$ cat config.mk
export PLATFORM = sky130hd
export DESIGN_NAME = fifo_queue_lock_manager_unit
export DESIGN_NICKNAME = d
export VERILOG_FILES = /design/src/hw/rtl/fqlm_pkg.sv /design/src/hw/rtl/fqlm_ctrl.sv /design/src/hw/rtl/fqlm_datapath.sv /design/src/hw/rtl/fifo_queue_lock_manager_unit.sv
export SDC_FILE = /design/constraint.sdc
export NUM_CORES = 1
export LEC_CHECK = 0
export BUFFER_PORTS_ARGS = -buffer_cell sky130_fd_sc_hd__buf_4
export CORE_MARGIN = 1.5
export CORE_UTILIZATION = 50
export CTS_BUF_LIST = sky130_fd_sc_hd__clkbuf_16
export DETAILED_ROUTE_END_ITERATION = 10
export GPL_ROUTABILITY_DRIVEN = 1
export PLACE_DENSITY_LB_ADDON = 0.05
export SLEW_MARGIN = 20
export SYNTH_ARGS = -nofsm -noshare
export SYNTH_HDL_FRONTEND = slang
export SYNTH_SLANG_ARGS = --single-unit
$ cat constraint.sdc
create_clock -name clk -period 7.9 [get_ports clk]
set_input_delay 2.37 -clock clk [delete_from_list [all_inputs] [get_ports clk]]
set_output_delay 2.37 -clock clk [all_outputs]
set_load 0.005 [all_outputs]
$ cat src/hw/rtl/fqlm_pkg.sv
package fqlm_pkg;

  localparam int ID_W           = 4;
  localparam int STATUS_W       = 3;
  localparam int REQUESTERS_DEF = 16;

  localparam logic OP_ACQUIRE = 1'b0;
  localparam logic OP_RELEASE = 1'b1;

  localparam logic [STATUS_W-1:0] ST_GRANTED = 3'd0;
  localparam logic [STATUS_W-1:0] ST_QUEUED  = 3'd1;
  localparam logic [STATUS_W-1:0] ST_HANDOFF = 3'd2;
  localparam logic [STATUS_W-1:0] ST_FREED   = 3'd3;
  localparam logic [STATUS_W-1:0] ST_ERROR   = 3'd4;

  typedef struct packed {
    logic            opcode;
    logic [ID_W-1:0] requester;
  } req_t;

  typedef struct packed {
    logic [STATUS_W-1:0] status;
    logic [ID_W-1:0]     grant_id;
  } resp_t;

  // controller -> datapath
  typedef struct packed {
    logic capture;
    logic commit;
  } cmd_t;

  // datapath -> controller
  typedef struct packed {
    logic out_busy;
  } sts_t;

endpackage

$ cat src/hw/rtl/fqlm_ctrl.sv
module fqlm_ctrl (
  input  logic           clk,
  input  logic           rst,
  input  logic           in_valid,
  output logic           in_ready,
  input  fqlm_pkg::sts_t sts,
  output fqlm_pkg::cmd_t cmd
);
  import fqlm_pkg::*;

  typedef enum logic [1:0] {
    S_IDLE = 2'b01,
    S_EXEC = 2'b10
  } state_t;

  state_t state;
  state_t state_next;

  always_comb begin
    state_next  = state;
    cmd.capture = 1'b0;
    cmd.commit  = 1'b0;
    in_ready    = 1'b0;
    case (state)
      S_IDLE: begin
        in_ready = 1'b1;
        if (in_valid) begin
          cmd.capture = 1'b1;
          state_next  = S_EXEC;
        end
      end
      S_EXEC: begin
        // hold the item until the output register can take the result
        if (!sts.out_busy) begin
          cmd.commit = 1'b1;
          state_next = S_IDLE;
        end
      end
      default: state_next = S_IDLE;
    endcase
  end

  always_ff @(posedge clk) begin
    if (rst) begin
      state <= S_IDLE;
    end else begin
      state <= state_next;
    end
  end

  a_capture_then_exec: assert property (@(posedge clk) disable iff (rst)
    cmd.capture |=> state == S_EXEC)
    else $error("captured item not followed by execute");

  a_no_capture_and_commit: assert property (@(posedge clk) disable iff (rst)
    !(cmd.capture && cmd.commit))
    else $error("capture and commit in the same cycle");

  a_state_onehot: assert property (@(posedge clk) disable iff (rst)
    $onehot(state))
    else $error("controller state not one-hot");

endmodule

$ cat src/hw/rtl/fqlm_datapath.sv
module fqlm_datapath #(
  parameter int REQUESTERS = fqlm_pkg::REQUESTERS_DEF
) (
  input  logic            clk,
  input  logic            rst,
  input  fqlm_pkg::req_t  in_data,
  input  logic            out_ready,
  output logic            out_valid,
  output fqlm_pkg::resp_t out_data,
  input  fqlm_pkg::cmd_t  cmd,
  output fqlm_pkg::sts_t  sts
);
  import fqlm_pkg::*;

  // ids are 4 bits wide, so no more than 16 entries are ever reachable
  localparam int DEPTH = (REQUESTERS < (1 << ID_W)) ? REQUESTERS : (1 << ID_W);
  localparam int IDX_W = (DEPTH > 1) ? $clog2(DEPTH) : 1;
  localparam int WIDE_W = ID_W + IDX_W;
  localparam logic [WIDE_W:0] REQ_LIM = (WIDE_W + 1)'(REQUESTERS);

  req_t             req_q;
  logic             holder_valid;
  logic [IDX_W-1:0] holder_id;
  logic             tail_valid;
  logic [IDX_W-1:0] tail_id;
  logic [DEPTH-1:0] succ_valid;
  logic [IDX_W-1:0] succ_id [DEPTH];
  logic [DEPTH-1:0] waiting;

  logic [WIDE_W-1:0] wide_r;
  logic [WIDE_W-1:0] wide_s;
  logic              in_range;
  logic [IDX_W-1:0]  r;
  logic [IDX_W-1:0]  s;
  logic              do_grant;
  logic              do_queue;
  logic              do_handoff;
  logic              do_free;
  resp_t             result;

  assign wide_r   = {{IDX_W{1'b0}}, req_q.requester};
  assign in_range = {1'b0, wide_r} < REQ_LIM;
  assign r        = wide_r[IDX_W-1:0];
  assign s        = succ_id[r];
  assign wide_s   = {{ID_W{1'b0}}, s};

  always_comb begin
    do_grant        = 1'b0;
    do_queue        = 1'b0;
    do_handoff      = 1'b0;
    do_free         = 1'b0;
    result.status   = ST_ERROR;
    result.grant_id = '0;
    if (in_range) begin
      if (req_q.opcode == OP_ACQUIRE) begin
        if ((holder_valid && holder_id == r) || waiting[r]) begin
          result.status = ST_ERROR;
        end else if (!tail_valid) begin
          do_grant        = 1'b1;
          result.status   = ST_GRANTED;
          result.grant_id = req_q.requester;
        end else begin
          do_queue      = 1'b1;
          result.status = ST_QUEUED;
        end
      end else begin
        if (!holder_valid || holder_id != r) begin
          result.status = ST_ERROR;
        end else if (succ_valid[r]) begin
          do_handoff      = 1'b1;
          result.status   = ST_HANDOFF;
          result.grant_id = wide_s[ID_W-1:0];
        end else begin
          do_free       = 1'b1;
          result.status = ST_FREED;
        end
      end
    end
  end

  assign sts.out_busy = out_valid && !out_ready;

  always_ff @(posedge clk) begin
    if (cmd.capture) begin
      req_q <= in_data;
    end
    if (cmd.commit) begin
      out_data <= result;
    end
    if (cmd.commit && do_queue) begin
      succ_id[tail_id] <= r;
    end
    if (cmd.commit && (do_grant || do_queue)) begin
      tail_id <= r;
    end
    if (cmd.commit && do_grant) begin
      holder_id <= r;
    end else if (cmd.commit && do_handoff) begin
      holder_id <= s;
    end
  end

  always_ff @(posedge clk) begin
    if (rst) begin
      out_valid    <= 1'b0;
      holder_valid <= 1'b0;
      tail_valid   <= 1'b0;
      succ_valid   <= '0;
      waiting      <= '0;
    end else begin
      if (cmd.commit) begin
        out_valid <= 1'b1;
      end else if (out_ready) begin
        out_valid <= 1'b0;
      end
      if (cmd.commit) begin
        if (do_grant) begin
          holder_valid <= 1'b1;
          tail_valid   <= 1'b1;
        end
        if (do_queue) begin
          succ_valid[tail_id] <= 1'b1;
          waiting[r]          <= 1'b1;
        end
        if (do_handoff) begin
          succ_valid[r] <= 1'b0;
          waiting[s]    <= 1'b0;
        end
        if (do_free) begin
          holder_valid <= 1'b0;
          tail_valid   <= 1'b0;
        end
      end
    end
  end

  // lock held exactly when the queue is non-empty
  a_holder_tail: assert property (@(posedge clk) disable iff (rst)
    holder_valid == tail_valid)
    else $error("holder and tail validity disagree");

  a_holder_not_waiting: assert property (@(posedge clk) disable iff (rst)
    holder_valid |-> !waiting[holder_id])
    else $error("lock holder still marked waiting");

  a_commit_shows: assert property (@(posedge clk) disable iff (rst)
    cmd.commit |=> out_valid)
    else $error("committed result not presented");

endmodule

$ cat src/hw/rtl/fifo_queue_lock_manager_unit.sv
// FIFO queue lock manager.
// Input channel (in_valid/in_ready/in_data): one acquire or release item
// carrying a requester id. Output channel (out_valid/out_ready/out_data):
// exactly one result item per input item, in order, with a status code and
// the id that now holds the lock (zero unless granted or handed off).
// The item is captured into req_q at the accepting edge, executed in the
// controller's execute state, and its result is registered on commit.
// The controller alternates capture and execute states, so no new item is
// accepted while one executes; the lock state, links and waiting flags
// update on the commit that ends the execute state.
// The output register lets a new item be accepted while a result waits.
// If the receiver stalls, the next item stays in execute until the output
// register is free, and in_ready stays low meanwhile.
// Reset clears the holder, tail, all link valid bits and waiting flags and
// drops out_valid; the controller resets to idle, where in_ready is high.
module fifo_queue_lock_manager_unit #(
  parameter int REQUESTERS = fqlm_pkg::REQUESTERS_DEF
) (
  input  logic            clk,
  input  logic            rst,
  input  logic            in_valid,
  output logic            in_ready,
  input  fqlm_pkg::req_t  in_data,
  output logic            out_valid,
  input  logic            out_ready,
  output fqlm_pkg::resp_t out_data
);
  import fqlm_pkg::*;

  cmd_t cmd;
  sts_t sts;

  fqlm_ctrl u_ctrl (
    .clk      (clk),
    .rst      (rst),
    .in_valid (in_valid),
    .in_ready (in_ready),
    .sts      (sts),
    .cmd      (cmd)
  );

  fqlm_datapath #(
    .REQUESTERS (REQUESTERS)
  ) u_datapath (
    .clk       (clk),
    .rst       (rst),
    .in_data   (in_data),
    .out_ready (out_ready),
    .out_valid (out_valid),
    .out_data  (out_data),
    .cmd       (cmd),
    .sts       (sts)
  );

endmodule
==> key figures <==
Floorplanning
  – Die Area: 11600 um^2
  – Initial Util: 51.0%
  – Number of I/O pins: 18
  – Site Rows: 38
  – Die Width: 108 um
  – Die span in y: 108 um
  – Area of the core: 10700 um^2

Pwr
  – Reg power frac: 44.7%
  – Areal power density over the cells: 256 nW/um^2
  – Leakage power: 2.04 nW
  – Part of the power in combinational logic: 6.6%
  – Switching power as a share of total power: 21.2%
  – Switching power total: 339 uW
  – Maximum VDD drop: 0.149 mV
  – Pint: 1.26 mW
  – Part of the total power dissipated in the clock network: 48.7%
  – Overall power of the completed layout: 1.59 mW

Route
  – Initial DRC Count: 158
  – Number of routed nets with antenna violations: 0
  – Post-DR vias/cell: 6.18
  – DRC Markers: 0
  – Detail-routed net length per standard cell: 22.7 um
  – Sum of routed wire length over all layers: 12200 um
  – Detailed-route via count: 3310
  – First-pass DRT Iterations: 4

Job
  – Max Cap Viol: 0

CTS
  – TritonCTS clock tree: yes
  – Cts hold-fix bufs: 0
  – Number of clock sinks seen by CTS: 124
  – Number of post-CTS setup repair buffers: 0
  – Buffer cell driving the clock tree root: clkbuf_16
  – Cts bufs inserted: 17
  – Number of gates given a new drive strength after cts: 0
  – Clock edge transition at the registers on the reported setup and hold paths: 50 ps
  – Number of buffers on the longest clock path: 2
  – Depth of the CTS H-tree: 4
  – Clock latency at the later pin of the worst-skew pair: 410 ps

Finish
  – Ratio of cells with drive above 1 in the final layout: 20.2%
  – Number of fillers in the final layout: 899
  – Area taken by multi-input logic gates: 1950 um^2
  – Number of nets in the layout: 392
  – Register area: 3320 um^2
  – Most common cell after layout, fill and taps aside: edfxtp_1
  – Commonest non-fill, non-tap cells in the layout: edfxtp_1, dfxtp_1, a311oi_1, buf_4, nor2b_1
  – Count of inserted antenna diode cells: 0
  – Area growth syn-to-layout: 13.5%

Setup path
  – Critical-path maximum fanout: 32
  – CP Launch Type: input pin
  – Timing startpoint of the critical path: out_ready
  – Top cell by count, worst path: buf_4
  – Slowest stage delay, CP: 540 ps
  – Worst path required time: 7930 ps
  – Reg-to-reg startpoint: u_datapath.r[0]
  – Arrival time of data at the critical path endpoint: 4090 ps
  – CP max-delay cell: nor3_1
  – Type of element capturing the critical path: flop
  – Worst Setup Path Type: in -> reg
  – CP cell instances: buf_4, nand2b_1, nand3_1, nor3_4, buf_4, nand4b_1, nor3_1

STA
  – Post-route minimum period: 4050 ps
  – Number of setup violations in the final report: 0
  – Period utilisation layout: 51.3%
  – Fmax: 247 MHz
  – Setup repair after global routing missed its margin: false
  – Number of slew-limit violations in the final report: 0
  – Pin slew with the least headroom to its limit: 1030 ps
  – Clock Skew: 8.41 ps
  – Worst slew margin relative to its limit: 31.3%
  – Sum of negative setup slack: 0 ps
  – Number of hold-slack violations in the final timing report: 0

Yosys
  – Mux cell area share after synthesis: 12.2%
  – Sequential area share after synthesis: 60.6%
  – Main combinational cell family by area after synthesis: multiplexers
  – Warning count from the yosys run: 0
  – Number of unique standard cell types used by synthesis: 46
  – Simple logic cell fraction of the synthesized area: 10.7%
  – Cells after synthesis: 371
  – Net count after synthesis: 380
  – Post-Synthesis Cell Area: 5480 um^2
  – Post-synthesis sequential element count: 124
  – Mean instance size in the synthesized netlist: 14.8 um^2
  – Adder and majority gate portion of the synthesized area: 0%
  – Xor/xnor share of the synthesized area: 0.639%
  – Post-synthesis compound-gate area fraction: 12.0%

Global route
  – Global-route wire length before repair: 19400 um
  – Initial antenna violation count: 0
  – GR Util All Layers: 23.1%
  – Grt total ovfl: 0
  – Via count of the first global-routing pass: 3336
  – Largest net degree at the start of global routing: 36

Worst hold path
  – Tightest Hold Check Type: reg -> reg
  – Hold Path Origin: u_ctrl.state[1]

Run status
  – Status: completed

Placement
  – Half-perimeter wire length of the detailed placement result: 8000 um
  – Placer Congestion: 0.741
  – Count of buffers from port buffering: 17
[power by group through the flow]
stage          sequential, mW  combinational, mW  clock (mW)
2_1_floorplan           0.720             0.0791           0
3_3_place_gp            0.726              0.105           0
3_5_place_dp            0.727              0.105           0
4_1_cts                 0.713              0.106       0.785
5_1_grt                 0.714              0.114       0.815
6_report                0.713              0.105       0.776
[worst max-delay path: cells and delay by family]
| kind | cells | cell delay, ps |
|---|---|---|
| AND/OR/NAND/NOR | 5 | 1310 |
| buffers and inverters | 2 | 400 |
[registers in the layout, summed over array words and instances (netlist names), named ones only]
signal / flops
u_ctrl.state: 2
u_datapath.holder_id: 4
u_datapath.holder_valid: 1
u_datapath.out_data: 7
u_datapath.out_valid: 1
u_datapath.r: 4
u_datapath.req_q: 1
u_datapath.succ_id: 64
u_datapath.succ_valid: 16
u_datapath.tail_id: 4
u_datapath.waiting: 16
[per-layer routing]
metal	up-vias	routed length [um]	GRT usage, %
li1	1548	-	-
met1	1678	5430	31.0
met2	73	6230	37.6
met3	11	379	3.87
met4	0	143	8.93
met5	-	0	0
[synthesized netlist by cell type (all sizes together)]
master,instances,area share [%]
a21oi,14,1.3
dfxtp,40,15
a221oi,1,0.27
and3,3,0.34
and2b,1,0.14
clkbuf,9,0.62
inv,4,0.27
a31oi,6,0.68
and4,8,1.3
nand2,9,0.62
nand4,1,0.11
nor3,3,0.48
a211oi,4,0.55
nand2b,7,0.80
a41oi,15,2.4
nor2,15,1.2
mux2i,2,0.37
o21a,2,0.27
a31o,2,0.48
nand4bb,1,0.21
a311oi,28,4.5
and4bb,1,0.23
edfxtp,84,46
o21ai,3,0.27
mux2,9,1.8
nand4b,2,0.32
nor4,4,1.1
xor2,4,0.64
nand3,10,0.91
buf,20,2.9
a22oi,4,0.55
mux4,23,10
nor2b,18,2.1
and2,9,1.0
a22o,5,0.80
[stage by stage]
step	util, %	cell area (um^2)	hold slack (ps)	setup WS (ps)	std cells
2_1_floorplan	-	5480	476	3950	371
3_3_place_gp	52.4	5630	495	3580	504
3_5_place_dp	52.4	5630	502	3480	504
4_1_cts	57.9	6220	510	3880	536
5_1_grt	57.9	6220	545	3650	536
6_report	57.9	6220	504	3850	536
[final cells by class]
cell class	instances	share of cell area, %
timing repair buffer	22	2.65
inverter	4	0.241
sequential	124	53.4
multi-input combinational	214	31.4
tap	140	2.81
clock inverter	15	2.67
clock buffer	17	6.84
[cell families (layout without fill, tap and decap cells)]
kind of cell    after synthesis  after routing
compound gates               84             84
xor+xnor                      4              4
buf+inv                      33             58
flops                       124            124
mux                          34             34
simple gates                 92             92
[path summary, 6_finish.rpt]
path	end	slack (ps)	cells after the start
setup / recovery	u_datapath.succ_id[2][0]	3850	7
hold / removal	u_datapath.out_valid	500	2
setup reg to reg	u_datapath.succ_id[2][0]	4810	6
hold reg to reg	u_datapath.out_valid	500	2
Power figures use the tool's default switching activity.
